<file path="src/sv/scrc_pkg.sv">
// scrc_pkg: shared types, character codes and verdict codes for the
// shell quote and redirect checker. no dependencies.

package scrc_pkg;

	// character codes
	localparam logic [7:0] CH_END    = 8'h00;
	localparam logic [7:0] CH_SPACE  = 8'h20;
	localparam logic [7:0] CH_DQUOTE = 8'h22;
	localparam logic [7:0] CH_SQUOTE = 8'h27;
	localparam logic [7:0] CH_LESS   = 8'h3C;
	localparam logic [7:0] CH_MORE   = 8'h3E;

	localparam int BYTE_W    = 8;
	localparam int VERDICT_W = 2;
	localparam int OUT_TDATA_W = 8;

	// verdict codes
	typedef enum logic [VERDICT_W-1:0] {
		VERDICT_VALID    = 2'd0,
		VERDICT_QUOTE    = 2'd1,
		VERDICT_REDIRECT = 2'd2
	} verdict_t;

	// pending redirect kind
	typedef enum logic [1:0] {
		REDIR_NONE = 2'd0,
		REDIR_LESS = 2'd1,
		REDIR_MORE = 2'd2
	} redir_t;

	// line scan state
	typedef struct packed {
		logic       single_open;
		logic       double_open;
		redir_t     previous_redirect;
		logic [1:0] redirect_run;
		logic       space_after_redirect;
		logic       redirect_fault;
	} scan_state_t;

	localparam scan_state_t SCAN_RESET = '{
		single_open:          1'b0,
		double_open:          1'b0,
		previous_redirect:    REDIR_NONE,
		redirect_run:         2'd0,
		space_after_redirect: 1'b0,
		redirect_fault:       1'b0
	};

	// result of one step of the scanner
	typedef struct packed {
		logic     line_end;
		verdict_t verdict;
	} step_result_t;

endpackage

</file>
<file path="src/sv/scrc_core.sv">
// scrc_core: line scan state registers and the per-byte update logic.
// depends on scrc_pkg.

module scrc_core (
	input  logic                     clk,
	input  logic                     arst_n,
	input  logic                     step,
	input  logic [7:0]               text_byte,
	output scrc_pkg::step_result_t   result
);

	scrc_pkg::scan_state_t state_q;
	scrc_pkg::scan_state_t state_d;
	scrc_pkg::redir_t      kind;
	logic                  any_quote;
	logic                  pending;

	assign any_quote = state_q.single_open | state_q.double_open;
	assign pending   = (state_q.previous_redirect != scrc_pkg::REDIR_NONE);
	assign kind      = (text_byte == scrc_pkg::CH_LESS) ? scrc_pkg::REDIR_LESS
	                                                    : scrc_pkg::REDIR_MORE;

	// verdict for an end byte, quote takes priority
	always_comb begin
		result.line_end = (text_byte == scrc_pkg::CH_END);
		if (any_quote) begin
			result.verdict = scrc_pkg::VERDICT_QUOTE;
		end else if (state_q.redirect_fault | pending) begin
			result.verdict = scrc_pkg::VERDICT_REDIRECT;
		end else begin
			result.verdict = scrc_pkg::VERDICT_VALID;
		end
	end

	// next scan state
	always_comb begin
		state_d = state_q;
		if (text_byte == scrc_pkg::CH_END) begin
			state_d = scrc_pkg::SCAN_RESET;
		end else if (text_byte == scrc_pkg::CH_SQUOTE && !state_q.double_open) begin
			state_d.single_open          = ~state_q.single_open;
			state_d.previous_redirect    = scrc_pkg::REDIR_NONE;
			state_d.redirect_run         = 2'd0;
			state_d.space_after_redirect = 1'b0;
		end else if (text_byte == scrc_pkg::CH_DQUOTE && !state_q.single_open) begin
			state_d.double_open          = ~state_q.double_open;
			state_d.previous_redirect    = scrc_pkg::REDIR_NONE;
			state_d.redirect_run         = 2'd0;
			state_d.space_after_redirect = 1'b0;
		end else if (any_quote) begin
			// literal text inside quotes
			state_d.previous_redirect    = scrc_pkg::REDIR_NONE;
			state_d.redirect_run         = 2'd0;
			state_d.space_after_redirect = 1'b0;
		end else if (text_byte == scrc_pkg::CH_LESS || text_byte == scrc_pkg::CH_MORE) begin
			if (pending && state_q.space_after_redirect) begin
				state_d.redirect_fault = 1'b1;
				state_d.redirect_run   = 2'd1;
			end else if (state_q.previous_redirect == kind) begin
				// run of equal redirects, saturating at three
				if (state_q.redirect_run != 2'd3) begin
					state_d.redirect_run = state_q.redirect_run + 2'd1;
				end
				if (state_q.redirect_run >= 2'd2) begin
					state_d.redirect_fault = 1'b1;
				end
			end else begin
				state_d.redirect_run = 2'd1;
			end
			state_d.previous_redirect    = kind;
			state_d.space_after_redirect = 1'b0;
		end else if (text_byte == scrc_pkg::CH_SPACE) begin
			if (pending) begin
				state_d.space_after_redirect = 1'b1;
				state_d.redirect_run         = 2'd0;
			end
		end else begin
			state_d.previous_redirect    = scrc_pkg::REDIR_NONE;
			state_d.redirect_run         = 2'd0;
			state_d.space_after_redirect = 1'b0;
		end
	end

	// state registers
	always_ff @(posedge clk or negedge arst_n) begin
		if (!arst_n) begin
			state_q <= scrc_pkg::SCAN_RESET;
		end else if (step) begin
			state_q <= state_d;
		end
	end

endmodule

</file>
<file path="config.mk">
export PLATFORM = sky130hd
export DESIGN_NAME = scrc_core
export DESIGN_NICKNAME = d
export VERILOG_FILES = /design/src/sv/scrc_pkg.sv /design/src/sv/scrc_core.sv
export SDC_FILE = /design/constraint.sdc
export NUM_CORES = 1
export LEC_CHECK = 0
export BUFFER_PORTS_ARGS = -buffer_cell sky130_fd_sc_hd__buf_2
export CAP_MARGIN = 20
export CORE_UTILIZATION = 45
export CTS_CLUSTER_DIAMETER = 100
export DETAILED_ROUTE_END_ITERATION = 10
export PLACE_DENSITY = 0.71
export SYNTH_ARGS = -nofsm -noshare
export SYNTH_HDL_FRONTEND = slang
export SYNTH_SLANG_ARGS = --single-unit
</file>
<file path="constraint.sdc">
create_clock -name clk -period 1.65 [get_ports clk]
set_clock_uncertainty 0.2 [all_clocks]
set_input_delay 0.165 -clock clk [delete_from_list [all_inputs] [get_ports clk]]
set_output_delay 0.165 -clock clk [all_outputs]
set_load 0.1 [all_outputs]
</file>
==> results_dict.tcl <==
set metrics [dict create \
    io_pins 14 \
    ff2ff_setup_slack_ns -0.27 \
    portBuffers 13 \
    syn_to_final_growth_pct 68.9 \
    initial_core_util_pct 48.8 \
    dieArea_sq_um 1580 \
    arrival_ns 1.86 \
    tritoncts "built" \
    grt_pass1_vias 710 \
    first_iter_violations 14 \
    multi_input_area_sq_um 478 \
    path_cells "or4_4 > o41a_1 > nor2_1 > a211oi_2" \
    ys_seq_area_share_pct 31.1 \
    antenna_found_initial 0 \
    placed_cell_area_sq_um 880 \
    cts_inserted_buffers 3 \
    vias 745 \
    drv_cap 0 \
    synthesis.nets 84 \
    synthCells 71 \
    fin_crit_sh_pct 116 \
    drv_slew 0 \
    clock_sinks 8 \
    grt_max_degree 12 \
    crit_required_ns 1.59 \
    slowest_delay_ns 0.55 \
    ys_async_sr_fraction_pct 100 \
    place_congestion 0.763 \
    setup_slack_ns -0.265 \
    root_buffer "clkbuf_4" \
    drcViolationCount 0 \
    layout.nets 125 \
    die_x_microns 39.8 \
    dp_hpwl_microns 1240 \
    timing.slew.headroom_pct 71.0 \
    grt_first_pass_wirelength_microns 3070 \
    insertion_delay_ns 0.27 \
    grt_overflow_total 0 \
    cts.htree.levels 1 \
    ir_drop_uv 467 \
    worstMarginPinSlew_ns 0.430 \
    drive_gt1_share_pct 55.5 \
    ant_nets 0 \
    detail_route.wl_per_cell_microns 17.6 \
    std_cell_rows 13 \
    p_leak_uw 0.000488 \
    r2r-start "state_q[6]$_DFFE_PN0P_" \
    critPathSlowestCell "or4_4" \
    clkSlewWorstSetupHoldPaths_ns 0.07 \
    first_pass_iters 4 \
    grt_setup_unrepaired "yes" \
    synth.distinct_cells 37 \
    syn_area_per_cell_sq_um 9.06 \
    max_freq_ghz 0.522 \
    die_h_microns 39.8 \
    cp-startpoint "state_q[6]$_DFFE_PN0P_" \
    min_from "text_byte[1]" \
    num-fill-cells 65 \
    synth_top_cell_area_share_pct 31.1 \
    violations "negative setup slack" \
    synth_edf_count 0 \
    viasPerCell 5.96 \
    core-area_sq_um 1320 \
    status "finished with violations" \
    cp_max_fo 4 \
    fin_area_sq_um 1090 \
    cts_max_path_buffers 2 \
    synth.top_cells.by_area "dfrtp_1 (31%), nor2_1 (4.1%), ha_1 (3.9%)" \
    ys_warn_count 0 \
    ys_seq_elements 8 \
    num_antenna_cells 0 \
    yosysTopAreaCell "dfrtp_1" \
    yosysMostFrequentCell "dfrtp_1" \
    finalWirelength_microns 2200 \
    grt_use_total_pct 30.6 \
    largest_reg_flops 8 \
    p_per_area_nw_per_um2 616 \
    fin_setup_tns_ns -1.52 \
    end_kind "flip-flop" \
    setup_violations 10 \
    hold_violations 0 \
    synth_common_cells "dfrtp_1 (8), nor2_1 (7), inv_1 (6)" \
    worstSetupStartpointType "flip-flop" \
    synthFlopType "dfrtp_1" \
    crit_type "flip-flop to flip-flop" \
    hold_class "input pin to flip-flop" \
    synth_area_sq_um 643 \
    top_regs "state_q (8)" \
    register_area_sq_um 201 \
    finalCriticalPeriod_ns 1.92 \
    regMostFlops "state_q" \
]
## critical path, delay by kind of cell (launching register included)
family / cells / cell delay [ns]
AOI/OAI and AO/OA: 2 / 0.47
DFF: 1 / 0.41
and+or+nand+nor: 2 / 0.70
## power breakdown
| group | internal (uW) | leakage [uW] | switching [uW] |
|---|---|---|---|
| sequential | 206 | 0.000103 | 11.4 |
| combinational | 124 | 0.000371 | 159 |
| clock | 84.1 | 0.0000138 | 83.7 |
## path summary, 6_finish.rpt
| check | cells after the start | to |
|---|---|---|
| worst max-delay path | 4 | state_q[2]$_DFFE_PN0P_ |
| worst min-delay path | 3 | state_q[4]$_DFFE_PN0P_ |
| worst max register to register | 4 | state_q[2]$_DFFE_PN0P_ |
| worst min register to register | 2 | state_q[0]$_DFFE_PN0P_ |
| max in group asynchronous | 2 | state_q[5]$_DFFE_PN0P_ |
| min in group asynchronous | 2 | state_q[1]$_DFFE_PN0P_ |
## through the flow
| step | worst slack, ns | power [uW] | utilization, % | cells | hold WS, ns |
|---|---|---|---|---|---|
| 2_1_floorplan | -0.907 | 353 | - | 71 | -0.331 |
| 3_3_place_gp | -0.247 | 442 | 66.8 | 111 | -0.178 |
| 3_5_place_dp | -0.268 | 444 | 66.8 | 111 | -0.178 |
| 4_1_cts | -0.215 | 649 | 77.5 | 121 | 0.0531 |
| 5_1_grt | -0.314 | 694 | 82.4 | 125 | 0.0563 |
| 6_report | -0.265 | 669 | 82.4 | 125 | 0.0545 |
## what timing repair did
item / CTS / global route
resized for setup: 13 / 10
hold endpoints to repair: 8 / 0
endpoints found under the setup margin: 5 / 11
pin swaps: 6 / 11
hold buffers: 1 / 0
setup buffers: 6 / 5
## cell type report
| class | count | area share (%) |
|---|---|---|
| inverters | 6 | 2.07 |
| repair buffers | 40 | 31.6 |
| well taps | 15 | 1.73 |
| multi-input cells | 53 | 44.0 |
| clock buffers | 3 | 2.07 |
| flip-flops and latches | 8 | 18.5 |
## routing by layer
layer  track usage (%)  share of wire (%)  vias to the layer above
met5                 0                  0                        -
met4              17.2                1.5                        0
met3              10.2                6.9                        4
met2              51.6                 51                       36
met1              32.7                 40                      352
li1                  -                  -                      353
## cell families after synthesis
logic type / Yosys count / share of synthesized area (%)
adder cells (fa/ha/maj): 2 / 3.89
AND/OR/NAND/NOR: 31 / 32.5
AO/OA/AOI/OAI: 19 / 24.1
flip-flops: 8 / 31.1
multiplexers: 1 / 1.75
buffers and inverters: 10 / 6.61
## cells in the final DEF, fill, tap and decap left out, types with 2 or more instances in the layout
cell type	synthesis	final
a21oi_1	3	3
a22o_1	2	2
buf_12	0	3
buf_2	1	8
buf_4	1	22
buf_6	0	6
clkbuf_4	0	3
dfrtp_1	8	7
ha_1	2	2
inv_1	6	5
nand2_1	4	4
nand4_1	2	2
nor2_1	7	5
nor2_4	0	2
nor2b_1	3	3
nor4_4	1	3
o21ai_1	0	3
o41ai_1	2	2
or4_4	2	2
Note: power is estimated with default switching activity, not from simulation.
